[config.mk]
export PLATFORM = sky130hd
export DESIGN_NAME = fixed_partition_multi_stack
export DESIGN_NICKNAME = d
export VERILOG_FILES = /design/src/fmps_pkg.sv /design/src/fmps_datapath.sv /design/src/fmps_ctrl.sv /design/src/fixed_partition_multi_stack.sv
export SDC_FILE = /design/constraint.sdc
export NUM_CORES = 1
export LEC_CHECK = 0
export ABC_CLOCK_PERIOD_IN_PS = 8550
export BUFFER_PORTS_ARGS = -buffer_cell sky130_fd_sc_hd__buf_2
export CORE_UTILIZATION = 50
export CTS_CLUSTER_SIZE = 25
export DETAILED_ROUTE_END_ITERATION = 6
export GPL_TIMING_DRIVEN = 1
export PLACE_DENSITY = 0.69
export SETUP_SLACK_MARGIN = 0.4
export SKIP_LAST_GASP = 1
export SYNTH_ARGS = -nofsm -noshare
export SYNTH_HDL_FRONTEND = slang
export SYNTH_SLANG_ARGS = --single-unit
[constraint.sdc]
create_clock -name aclk -period 8.55 [get_ports aclk]
set_input_delay 0.855 -clock aclk [delete_from_list [all_inputs] [get_ports aclk]]
set_output_delay 0.855 -clock aclk [all_outputs]
set_load 0.01 [all_outputs]
[src/fmps_pkg.sv]
package fmps_pkg;

    // field widths fixed by the interface
    localparam int FUNC_W   = 2;
    localparam int SEL_W    = 2;
    localparam int DATA_W   = 32;
    localparam int STATUS_W = 2;
    localparam int CAP_W    = 5;

    // build defaults
    localparam int NUM_STACKS_DEF  = 3;
    localparam int SLICE_DEPTH_DEF = 16;

    // capacity register value after reset
    localparam logic [CAP_W-1:0] CAP_RESET = 5'd16;

    // operation codes
    localparam logic [FUNC_W-1:0] FUNC_PUSH = 2'd0;
    localparam logic [FUNC_W-1:0] FUNC_POP  = 2'd1;
    localparam logic [FUNC_W-1:0] FUNC_PEEK = 2'd2;

    // status codes
    localparam logic [STATUS_W-1:0] STAT_OK    = 2'd0;
    localparam logic [STATUS_W-1:0] STAT_FULL  = 2'd1;
    localparam logic [STATUS_W-1:0] STAT_EMPTY = 2'd2;

    // controller to datapath commands
    typedef struct packed {
        logic load;
        logic exec;
    } dp_cmd_t;

endpackage

[src/fmps_datapath.sv]
module fmps_datapath #(
    parameter int NUM_STACKS  = fmps_pkg::NUM_STACKS_DEF,
    parameter int SLICE_DEPTH = fmps_pkg::SLICE_DEPTH_DEF
) (
    input  logic                                aclk,
    input  logic                                aresetn,
    input  fmps_pkg::dp_cmd_t                   cmd,
    input  logic                                cfg_wr_en,
    input  logic [fmps_pkg::CAP_W-1:0]          cfg_wr_data,
    input  logic [fmps_pkg::FUNC_W-1:0]         s_func,
    input  logic [fmps_pkg::SEL_W-1:0]          s_stack_select,
    input  logic signed [fmps_pkg::DATA_W-1:0]  s_push_value,
    output logic signed [fmps_pkg::DATA_W-1:0]  m_read_value,
    output logic [fmps_pkg::STATUS_W-1:0]       m_status,
    output logic                                m_now_empty,
    output logic                                m_now_full
);
    import fmps_pkg::*;

    localparam int STORE_WORDS = NUM_STACKS * SLICE_DEPTH;
    localparam int ADDR_W      = (STORE_WORDS > 1) ? $clog2(STORE_WORDS) : 1;
    localparam int IDX_W       = (NUM_STACKS > 1) ? $clog2(NUM_STACKS) : 1;

    // capacity register
    logic [CAP_W-1:0] cap_reg;

    // captured request
    logic [FUNC_W-1:0] func_reg;
    logic [SEL_W-1:0]  sel_reg;
    logic [DATA_W-1:0] value_reg;

    // per stack entry counts
    logic [CAP_W-1:0] fill_reg [NUM_STACKS];

    // value store
    logic [DATA_W-1:0] store_mem [STORE_WORDS];
    logic [DATA_W-1:0] rdata_reg;

    // result registers
    logic                rd_ok_reg;
    logic [STATUS_W-1:0] status_reg;
    logic                empty_reg;
    logic                full_reg;

    logic [CAP_W-1:0]    eff_cap;
    logic                sel_ok;
    logic [IDX_W-1:0]    idx;
    logic [CAP_W-1:0]    fill;
    logic                is_push;
    logic                is_read;
    logic                push_ok;
    logic                rd_ok;
    logic [CAP_W-1:0]    fill_next;
    logic [CAP_W-1:0]    slot_pos;
    logic [ADDR_W-1:0]   slot_addr;
    logic [STATUS_W-1:0] status_next;
    logic                empty_next;
    logic                full_next;
    logic                wr_en;

    // capacity above slice depth acts as slice depth
    assign eff_cap = (32'(cap_reg) > SLICE_DEPTH) ? CAP_W'(SLICE_DEPTH) : cap_reg;

    // decode of the captured request
    always_comb begin
        sel_ok    = (32'(sel_reg) < NUM_STACKS);
        idx       = sel_ok ? IDX_W'(sel_reg) : '0;
        fill      = fill_reg[idx];
        is_push   = (func_reg == FUNC_PUSH);
        is_read   = (func_reg == FUNC_POP) || (func_reg == FUNC_PEEK);
        push_ok   = sel_ok && is_push && (fill < eff_cap);
        rd_ok     = sel_ok && is_read && (fill != '0);
        fill_next = fill;
        if (push_ok) begin
            fill_next = fill + 1'b1;
        end else if (rd_ok && (func_reg == FUNC_POP)) begin
            fill_next = fill - 1'b1;
        end
        slot_pos  = is_push ? fill : (fill - 1'b1);
        slot_addr = ADDR_W'(int'(idx) * SLICE_DEPTH + int'(slot_pos));
        wr_en     = cmd.exec && push_ok;

        status_next = STAT_OK;
        if (is_push && !push_ok) begin
            status_next = STAT_FULL;
        end else if (is_read && !rd_ok) begin
            status_next = STAT_EMPTY;
        end
        empty_next = sel_ok ? (fill_next == '0) : 1'b1;
        full_next  = sel_ok ? (fill_next >= eff_cap) : 1'b1;
    end

    // configuration and fill counts
    always_ff @(posedge aclk) begin
        if (!aresetn) begin
            cap_reg <= CAP_RESET;
            for (int i = 0; i < NUM_STACKS; i++) begin
                fill_reg[i] <= '0;
            end
        end else begin
            if (cfg_wr_en) begin
                cap_reg <= cfg_wr_data;
            end
            if (cmd.exec && sel_ok) begin
                fill_reg[idx] <= fill_next;
            end
        end
    end

    // request capture and result registers
    always_ff @(posedge aclk) begin
        if (cmd.load) begin
            func_reg  <= s_func;
            sel_reg   <= s_stack_select;
            value_reg <= s_push_value;
        end
        if (cmd.exec) begin
            rd_ok_reg  <= rd_ok;
            status_reg <= status_next;
            empty_reg  <= empty_next;
            full_reg   <= full_next;
        end
    end

    // store: one write and one registered read
    always_ff @(posedge aclk) begin
        if (wr_en) begin
            store_mem[slot_addr] <= value_reg;
        end
        if (cmd.exec && rd_ok) begin
            rdata_reg <= store_mem[slot_addr];
        end
    end

    assign m_read_value = rd_ok_reg ? rdata_reg : '0;
    assign m_status     = status_reg;
    assign m_now_empty  = empty_reg;
    assign m_now_full   = full_reg;

    // a push only writes below the effective capacity
    assert property (@(posedge aclk) disable iff (!aresetn)
        wr_en |-> (fill < eff_cap))
        else $error("push written into full stack");

    // a good read never reports an error
    assert property (@(posedge aclk) disable iff (!aresetn)
        (cmd.exec && rd_ok) |=> (status_reg == STAT_OK) && rd_ok_reg)
        else $error("read result flags inconsistent");

    // an absent stack reports both flags
    assert property (@(posedge aclk) disable iff (!aresetn)
        (cmd.exec && !sel_ok) |=> (empty_reg && full_reg))
        else $error("absent stack flags wrong");

endmodule

[src/fmps_ctrl.sv]
module fmps_ctrl (
    input  logic              aclk,
    input  logic              aresetn,
    input  logic              s_valid,
    output logic              s_ready,
    output logic              m_valid,
    input  logic              m_ready,
    output fmps_pkg::dp_cmd_t cmd
);
    import fmps_pkg::*;

    typedef enum logic [1:0] {
        S_IDLE,
        S_EXEC,
        S_RESP
    } state_t;

    state_t state_reg;
    logic   m_valid_reg;

    assign s_ready  = (state_reg == S_IDLE);
    assign m_valid  = m_valid_reg;
    assign cmd.load = s_valid && s_ready;
    assign cmd.exec = (state_reg == S_EXEC);

    // sequencer: capture, execute, hold result until taken
    always_ff @(posedge aclk) begin
        if (!aresetn) begin
            state_reg   <= S_IDLE;
            m_valid_reg <= 1'b0;
        end else begin
            unique case (state_reg)
                S_IDLE: begin
                    if (s_valid) begin
                        state_reg <= S_EXEC;
                    end
                end
                S_EXEC: begin
                    state_reg   <= S_RESP;
                    m_valid_reg <= 1'b1;
                end
                S_RESP: begin
                    if (m_ready) begin
                        state_reg   <= S_IDLE;
                        m_valid_reg <= 1'b0;
                    end
                end
                default: begin
                    state_reg   <= S_IDLE;
                    m_valid_reg <= 1'b0;
                end
            endcase
        end
    end

    // only one request in flight
    assert property (@(posedge aclk) disable iff (!aresetn)
        !(s_ready && m_valid))
        else $error("request accepted while result pending");

    // an accepted request executes on the next cycle
    assert property (@(posedge aclk) disable iff (!aresetn)
        cmd.load |=> cmd.exec)
        else $error("accepted request not executed");

    // execution is followed by a valid result
    assert property (@(posedge aclk) disable iff (!aresetn)
        cmd.exec |=> m_valid)
        else $error("result missing after execution");

endmodule

[src/fixed_partition_multi_stack.sv]
// sequence: a request is captured on acceptance, executed in S_EXEC, and its
//   result is held valid in S_RESP until m_ready takes it
// flow: no new request is accepted until the previous result has been taken,
//   since the sequencer raises s_ready only in S_IDLE
// reset: synchronous active low; all stacks empty, capacity 16,
//   store contents undefined until pushed
module fixed_partition_multi_stack #(
    parameter int NUM_STACKS  = fmps_pkg::NUM_STACKS_DEF,
    parameter int SLICE_DEPTH = fmps_pkg::SLICE_DEPTH_DEF
) (
    input  logic                                aclk,
    input  logic                                aresetn,
    input  logic                                cfg_wr_en,
    input  logic [fmps_pkg::CAP_W-1:0]          cfg_wr_data,
    input  logic                                s_valid,
    output logic                                s_ready,
    input  logic [fmps_pkg::FUNC_W-1:0]         s_func,
    input  logic [fmps_pkg::SEL_W-1:0]          s_stack_select,
    input  logic signed [fmps_pkg::DATA_W-1:0]  s_push_value,
    output logic                                m_valid,
    input  logic                                m_ready,
    output logic signed [fmps_pkg::DATA_W-1:0]  m_read_value,
    output logic [fmps_pkg::STATUS_W-1:0]       m_status,
    output logic                                m_now_empty,
    output logic                                m_now_full
);
    import fmps_pkg::*;

    dp_cmd_t cmd;

    // sequencer
    fmps_ctrl u_ctrl (
        .aclk    (aclk),
        .aresetn (aresetn),
        .s_valid (s_valid),
        .s_ready (s_ready),
        .m_valid (m_valid),
        .m_ready (m_ready),
        .cmd     (cmd)
    );

    // stacks, store and result registers
    fmps_datapath #(
        .NUM_STACKS  (NUM_STACKS),
        .SLICE_DEPTH (SLICE_DEPTH)
    ) u_datapath (
        .aclk           (aclk),
        .aresetn        (aresetn),
        .cmd            (cmd),
        .cfg_wr_en      (cfg_wr_en),
        .cfg_wr_data    (cfg_wr_data),
        .s_func         (s_func),
        .s_stack_select (s_stack_select),
        .s_push_value   (s_push_value),
        .m_read_value   (m_read_value),
        .m_status       (m_status),
        .m_now_empty    (m_now_empty),
        .m_now_full     (m_now_full)
    );

endmodule
Yosys cells after proc, flatten, opt, wreduce, memory -nomap -nowiden
Memory sizes are Yosys's and may differ from the RTL's. A register that Yosys moved wholly into a read port is not among the register bits.
Index checks and enable logic that the tools add are counted.
{"block": "op_classes", "n_reduce_logical": 21, "n_eq_ne": 6, "bitwise_logic": 1, "n_lt_le_gt_ge": 4, "n_mux": 21, "n_addsub": 3}
{"operator": "$mux 32", "count": 1}
{"operator": "$mux 5", "count": 5}
{"operator": "$logic_and 1x1->1", "count": 11}
{"operator": "$mux 2", "count": 5}
{"operator": "$mux 1", "count": 8}
{"operator": "$add 6x5->6", "count": 1}
{"operator": "$pmux 2 s3", "count": 1}
{"operator": "$add 5x1->5 const B", "count": 1}
{"operator": "$ge 5x5->1", "count": 1}
{"operator": "$gt 5x5->1 const B", "count": 1}
{"operator": "$logic_not 5->1", "count": 1}
{"operator": "$lt 5x5->1", "count": 1}
{"operator": "$reduce_bool 5->1", "count": 1}
{"operator": "$reduce_or 5->1", "count": 1}
{"operator": "$sub 5x1->5 const B", "count": 1}
{"operator": "$eq 2x1->1 const B", "count": 2}
{"operator": "$eq 2x2->1 const B", "count": 2}
{"operator": "$logic_not 2->1", "count": 2}
{"operator": "$ne 2x2->1 const B", "count": 2}
{"operator": "$reduce_and 2->1", "count": 2}
{"operator": "$pmux 1 s3", "count": 1}
{"operator": "$logic_not 1->1", "count": 2}
{"operator": "$lt 2x2->1 const B", "count": 1}
{"operator": "$logic_or 1x1->1", "count": 1}
{"operator": "$not 1->1", "count": 1}
{"block": "totals", "memories": 2, "register_bits": 49, "inputBits": 46, "mem_bits_rw": 1551}
{"name": "u_datapath.store_mem", "words": 48, "word_bits": 32, "rd": 1, "rd_clocked_by_memory_dff": 1, "write_ports": 1, "line_no": "fmps_datapath.sv:36", "text": "logic [DATA_W-1:0] store_mem [STORE_WORDS];"}
{"name": "u_datapath.fill_reg", "words": 3, "word_bits": 5, "rd": 1, "rd_clocked_by_memory_dff": 0, "write_ports": 3, "line_no": "fmps_datapath.sv:33", "text": "logic [CAP_W-1:0] fill_reg [NUM_STACKS];"}

Longest topological paths before layout
Gate-level depths: netlist of the first run.
An unclocked memory read counts as a cell.
{"block": "depth", "ltp_word": 9, "mapped_depth": 20, "ltp_nobuf": 19}

Cells and area by module
From an unflattened synthesis of the first run, not the netlist that was laid out.
{"block": "hier_totals", "hier_cells": 4291, "area_unflattened_um2": 64951.0}
{"module": "fmps_datapath", "cells_per_inst": 4280, "seq_area_each_um2": 49017.0, "area_per_inst_um2": 64819.7, "n_inst": 1}
{"module": "fmps_ctrl", "cells_per_inst": 11, "seq_area_each_um2": 60.1, "area_per_inst_um2": 131.4, "n_inst": 1}

Worst setup path after synthesis of the first run
Ideal clock, no wire load.
{"block": "synth_path", "path_kind": "reg-to-reg", "startpoint": "reg u_datapath.sel_reg[1]", "endpoint": "mem u_datapath.store_mem[18][0], enable pin", "slack_ns": 3.558, "stages_incl_launch_ff": 16, "n_path_buf": 3, "setup_ns": 0.421, "arrival_time_ns": 4.571, "cell_sequence": "edfxtp_1 inv_1 ha_1 buf_6 mux4_2 buf_4 inv_1 ha_1 nand2b_1 nor2_1 xor2_1 ha_1 xnor2_1 nand3_1 clkbuf_1 nor2_1"}
{"block": "synth_between", "elab_chain_len": 8}
{"item": "start, declared", "line_no": "fmps_datapath.sv:29", "text": "logic [SEL_W-1:0] sel_reg;"}
{"item": "start signal, assigned", "line_no": "fmps_datapath.sv:114", "text": "sel_reg <= s_stack_select;"}
{"item": "branches (longest 8 deep; another with $add 6x5->6)"}
{"item": "end, declared", "line_no": "fmps_datapath.sv:36"}
Several ways; the timed one is not identified.

Final worst setup path of the first run
{"block": "layout_path", "startpoint": "reg u_datapath.sel_reg[1]", "endpoint": "mem u_datapath.store_mem[16][24], enable pin"}
The elaborated chain is that of the path after synthesis.

==> impl_metrics.tcl, run 1 <==
set metrics [dict create \
    setup_tns_ns 0 \
    clockBufferDepth 3 \
    drt-initial-drc-count 4704 \
    ys.flop_type "edfxtp_1" \
    status "complete, no violations" \
    worstSetupStartpoint "u_datapath.sel_reg[1]" \
    grt_max_degree 109 \
    fin_area_um2 71570 \
    grt_pass1_wl_um 247400 \
    seq_area_frac_synth_pct 77.39 \
    ir_drop_v 0.0002333 \
    cts_tree "yes" \
    crit_type "register to register" \
    post_route_cells_drive_above_1_share_pct 13.34 \
    post-route-min-period_ns 6.584 \
    end_kind "register" \
    dp_hpwl_um 99760 \
    cts_hold_buf 0 \
    maxSlewViolCount 0 \
    area_growth_pct 12.86 \
    tightest_slew_ns 1.387 \
    cp-start-kind "register" \
    cts_buffers 158 \
    setup_viol 0 \
    via_count 36063 \
    syn_area_per_cell_um2 16.83 \
    core_um2 125700 \
    root_buffer "clkbuf_16" \
    crit_fanout 32 \
    relSlewSlack_pct 7.251 \
    die_h_um 358.1 \
    crit-reg2reg-launch "u_datapath.sel_reg[1]" \
    syn_inst 3769 \
    timing_hold_violations_final 0 \
    port_buffers 83 \
    dr.pass1.iters 6 \
    ioPinCount 84 \
    post-route-period-util_pct 77.01 \
    synth_seq_cells 1637 \
    clock_latency_ns 0.81 \
    min_path_type "input port to register" \
    pre_cts_ws_ns 2.030 \
    cts_resized 0 \
    p_leak_nw 23.89 \
    avgViaCountPerCell 6.327 \
    clock-sinks 1637 \
    arrival_ns 6.98 \
    wl_um 173300 \
    required_ns 8.95 \
    track_usage_pct 27.14 \
    gp_congestion 0.9004 \
    cts.clk_slew.worst_paths_ns 0.06 \
    synth_nets 3832 \
    place_area_um2 66470 \
    die_area_um2 128300 \
    ys_types 73 \
    synth_edf_count 1629 \
    worst_slack_ns 1.966 \
    grt_overflow_total 0 \
    antenna_left 0 \
    fmax_ghz 0.1519 \
    num-nets-final 3985 \
    async_flop_share_pct 0 \
    yosysWarnings 0 \
    rsz0062_at_grt "false" \
    die_width_um 358.1 \
    largest_reg_flops 1536 \
    drv_cap 0 \
    htree_num_levels 4 \
    postCtsSetupRepairBufs 0 \
    grt_pass1_vias 34457 \
    routedWlPerCell_um 30.40 \
    antenna_found_initial 4 \
    start_util_pct 50.44 \
    p_per_area_nw_per_um2 258.4 \
    p_total_mw 18.49 \
    worstHoldStart "s_push_value[2]" \
    drc 0 \
    finalClockSkew_ns 0.03298 \
    row_count 130 \
    netlist_area_um2 63420 \
]
-- cell usage after synthesis (14+ instances only) --
library cell | count | share of area, %
clkbuf_1 | 66 | 0.39
a221oi_1 | 20 | 0.28
a222oi_1 | 14 | 0.22
and2_1 | 35 | 0.35
mux2i_1 | 533 | 8.4
edfxtp_1 | 1629 | 77
a21oi_1 | 129 | 1.0
and3_1 | 21 | 0.21
nor3_1 | 15 | 0.12
o22ai_1 | 260 | 2.6
nand3_1 | 68 | 0.54
ha_1 | 17 | 0.34
nor4_1 | 24 | 0.24
nand2_1 | 356 | 2.1
nor2_1 | 107 | 0.63
buf_2 | 123 | 0.97
o21ai_0 | 113 | 0.89
mux2_2 | 18 | 0.32
mux4_2 | 18 | 0.64
a31oi_1 | 19 | 0.19
inv_1 | 14 | 0.083
-- final timing paths --
check                                 end  slack, ns  cells after the start
max          u_datapath.store_mem[16][24]       1.97                     13
min               u_datapath.value_reg[2]       0.22                      1
max reg2reg  u_datapath.store_mem[16][24]       1.97                     13
min reg2reg                u_ctrl.m_valid       0.49                      1
-- through the flow --
| stage | utilization (%) | hold slack (ns) | cells |
|---|---|---|---|
| after floorplan | - | 0.4830 | 3769 |
| after global placement | 52.86 | 0.4768 | 5412 |
| after detailed placement | 52.86 | 0.4849 | 5412 |
| after CTS | 56.92 | 0.1715 | 5699 |
| after global routing | 56.92 | 0.1944 | 5699 |
| final | 56.92 | 0.2193 | 5700 |
-- power breakdown --
| group | internal, mW | leakage, nW | switching (mW) |
|---|---|---|---|
| Combinational | 0.780 | 6.63 | 1.84 |
| Clock | 3.97 | 2.50 | 2.97 |
| Sequential | 8.91 | 14.8 | 0.0257 |
-- per-layer routing --
metal | GRT usage [%] | vias up | share of wire [%]
li1 | - | 15201 | -
met3 | 4.901 | 311 | 11
met4 | 11.16 | 4 | 3.8
met5 | 0 | - | 0.014
met2 | 42.52 | 2333 | 47
met1 | 37.72 | 18214 | 38
-- final cells by class --
type | count | area (µm²)
clock inverters | 89 | 909.6
repair buffers | 209 | 1486
multi-input cells | 1901 | 13780
well taps | 1650 | 2064
fillers | 9394 | 54160
inverters | 15 | 56.30
clock buffers | 198 | 4189
flip-flops and latches | 1637 | 49080
diodes | 1 | 2.502
-- kinds of logic after synthesis --
kind of cell    after synthesis  share of synthesized area [%]
flops                      1637                          77.39
simple gates                667                          4.672
compound gates              635                          6.256
mux                         570                          9.389
buf+inv                     231                          1.699
fa+ha+maj                    17                         0.3354
xor+xnor                     12                         0.2605
-- worst max-delay path, stage by stage (launching register included) --
cell	delay (ns)
edfxtp_1	0.41
inv_1	0.08
ha_1	0.54
mux4_2	0.79
inv_1	0.19
ha_1	0.25
nand2b_1	0.26
nor2_1	0.22
xor2_1	0.20
ha_1	0.28
xnor2_2	0.16
buf_4	0.38
nand3_1	1.03
nor2_4	1.37
-- placed cells by master, fill, tap and decap left out, drive strengths merged, types with 21 or more instances in the layout --
master and n:
and2 35, mux2i 533, nand2 356, a21oi 130, o22ai 260, and3 21
nor4 25, nand3 68, a221oi 21, o21ai 116, buf 209, clkbuf 198
clkinv 64, inv 24, edfxtp 1629, nor2 107
(Power assumes the default switching activity.)
==> run 2: changes to the inputs <==
Settings changed: ABC_CLOCK_PERIOD_IN_PS 8550 to 5700, PLACE_DENSITY 0.69 to 0.71.
Clock period 8.55 ns to 5.7 ns, I/O delays scaled along.
==> run 2 against run 1 <==
Net effect:
- the flow now finishes with violations (DRC)
- clock skew is essentially flat
- sequential cell count is the same
- cell count grew 2.1%
- critical path depth grew 2
- die area is the same
- critical path type unchanged
- critical endpoint is now u_datapath.rdata_reg[28]
- largest cell class unchanged
==> impl_metrics.tcl, run 2 (synthesis gave the netlist of run 1 again) <==
set metrics [dict create \
    row_count 130 \
    die_h_um 358.1 \
    final_cell_mix "edfxtp_1 (1629), mux2i_1 (533), nand2_1 (352)" \
    setup_tns_ns 0 \
    arrival_ns 5.73 \
    required_ns 6.29 \
    clock_latency_ns 0.79 \
    cts_resized 0 \
    start_util_pct 50.44 \
    relSlewSlack_pct 28.28 \
    num-nets-final 4116 \
    rsz0062_at_grt "false" \
    post-route-min-period_ns 5.140 \
    dr.pass1.iters 7 \
    drt-initial-drc-count 6026 \
    post-route-period-util_pct 90.18 \
    end_kind "register" \
    layout_commonest_cell "edfxtp_1" \
    p_total_mw 27.35 \
    clockBufferDepth 3 \
    gp_congestion 0.8606 \
    post_route_cells_drive_above_1_share_pct 15.16 \
    maxSlewViolCount 0 \
    drv_cap 0 \
    ioPinCount 84 \
    crit_fanout 15 \
    antenna_left 0 \
    worst_slack_ns 0.5598 \
    port_buffers 83 \
    area_growth_pct 14.88 \
    postCtsSetupRepairBufs 0 \
    root_buffer "clkbuf_16" \
    hold-worst-slack_ns 0.05239 \
    die_area_um2 128300 \
    cts_buffers 153 \
    cts_hold_buf 37 \
    die_width_um 358.1 \
    p_per_area_nw_per_um2 375.4 \
    fin_area_um2 72850 \
    setup_viol 0 \
    largest_reg_flops 1536 \
    finalClockSkew_ns 0.03340 \
    htree_num_levels 4 \
    status "complete, but fails checks" \
    crit_type "register to register" \
    crit_top_cell "ha_1" \
    routedWlPerCell_um 30.42 \
    avgViaCountPerCell 6.386 \
    drc 4 \
    core_um2 125700 \
    slowest_delay_ns 0.87 \
    via_count 37180 \
    track_usage_pct 27.53 \
    wl_um 177100 \
    pre_cts_ws_ns 0.6649 \
    min_path_type "input port to register" \
    grt_overflow_total 0 \
    cp_slowest_cell "nor3_4" \
    violations "DRC" \
    grt_pass1_vias 35427 \
    fmax_ghz 0.1945 \
    ir_drop_v 0.0003620 \
    place_area_um2 67640 \
    antenna_found_initial 5 \
    timing_hold_violations_final 0 \
    grt_max_degree 123 \
    cp_cell_sequence "inv_1, ha_1, mux4_2, inv_1, ha_1, nand2b_1, nor2_1, xor2_1, ha_1, xor2_2, buf_4, nor3_4, o21ai_0, and3_1, o311ai_1" \
    dp_hpwl_um 103500 \
    cts.clk_slew.worst_paths_ns 0.06 \
    cts_tree "yes" \
    tightest_slew_ns 1.072 \
    clock-sinks 1637 \
    grt_pass1_wl_um 250500 \
    p_leak_nw 24.53 \
    cp-start-kind "register" \
]
run 2: cell types whose count changed in the layout (fill, tap and decap cells not counted), moves of 2 or more:
cell / change
bufinv_16: -2
clkbuf_16: -6
clkbuf_8: +2
clkbuf_1: -4
dlygate4sd3_1: +37
buf_4: +65
inv_16: -3
clkinv_1: -4
buf_12: +34
run 2: critical path, delay by kind of cell, from the launching register on:
kind	cells	cell delay, ns
buffers and inverters	3	0.50
multiplexers	1	0.73
flip-flops	1	0.42
XOR/XNOR	2	0.32
adder cells (fa/ha/maj)	3	0.78
AND/OR/NAND/NOR	4	1.63
AO/OA/AOI/OAI	2	0.54
run 2: layout make-up:
cell class / instances / area, µm²
antenna: 2 / 5.005
clock buffer: 190 / 4051
clock inverter: 82 / 789.5
fill: 9134 / 52880
inverter: 15 / 56.30
multi-input combinational: 1901 / 13780
sequential: 1637 / 49080
tap: 1650 / 2064
timing repair buffer: 345 / 3025
run 2: where the power goes:
group | internal, mW | total (mW) | switching (mW)
combinational | 1.27 | 3.94 | 2.66
sequential | 13.4 | 13.4 | 0.0263
clock | 5.68 | 10.0 | 4.35
total | 20.3 | 27.4 | 7.03
run 2: path summary, 6_finish.rpt:
kind,from,to,slack [ns],depth (start not counted)
hold / removal,s_valid,u_ctrl.state_reg[0],0.05,2
setup reg to reg,u_datapath.sel_reg[1],u_datapath.rdata_reg[28],0.56,15
setup / recovery,u_datapath.sel_reg[1],u_datapath.rdata_reg[28],0.56,15
hold reg to reg,u_ctrl.m_valid,u_ctrl.m_valid,0.51,1
run 2: stage by stage:
stage | cells | util (%)
6_report | 5822 | 57.94
5_1_grt | 5820 | 57.94
4_1_cts | 5820 | 57.94
3_5_place_dp | 5511 | 53.79
3_3_place_gp | 5511 | 53.79
2_1_floorplan | 3769 | -
run 2: per-layer routing:
layer  part of all wire, %  track usage [%]  up-vias
met5                 0.019                0        -
met4                   3.5            9.881        6
met3                    12            6.275      349
met2                    46            42.28     2622
met1                    39            38.74    18745
li1                      -                -    15458
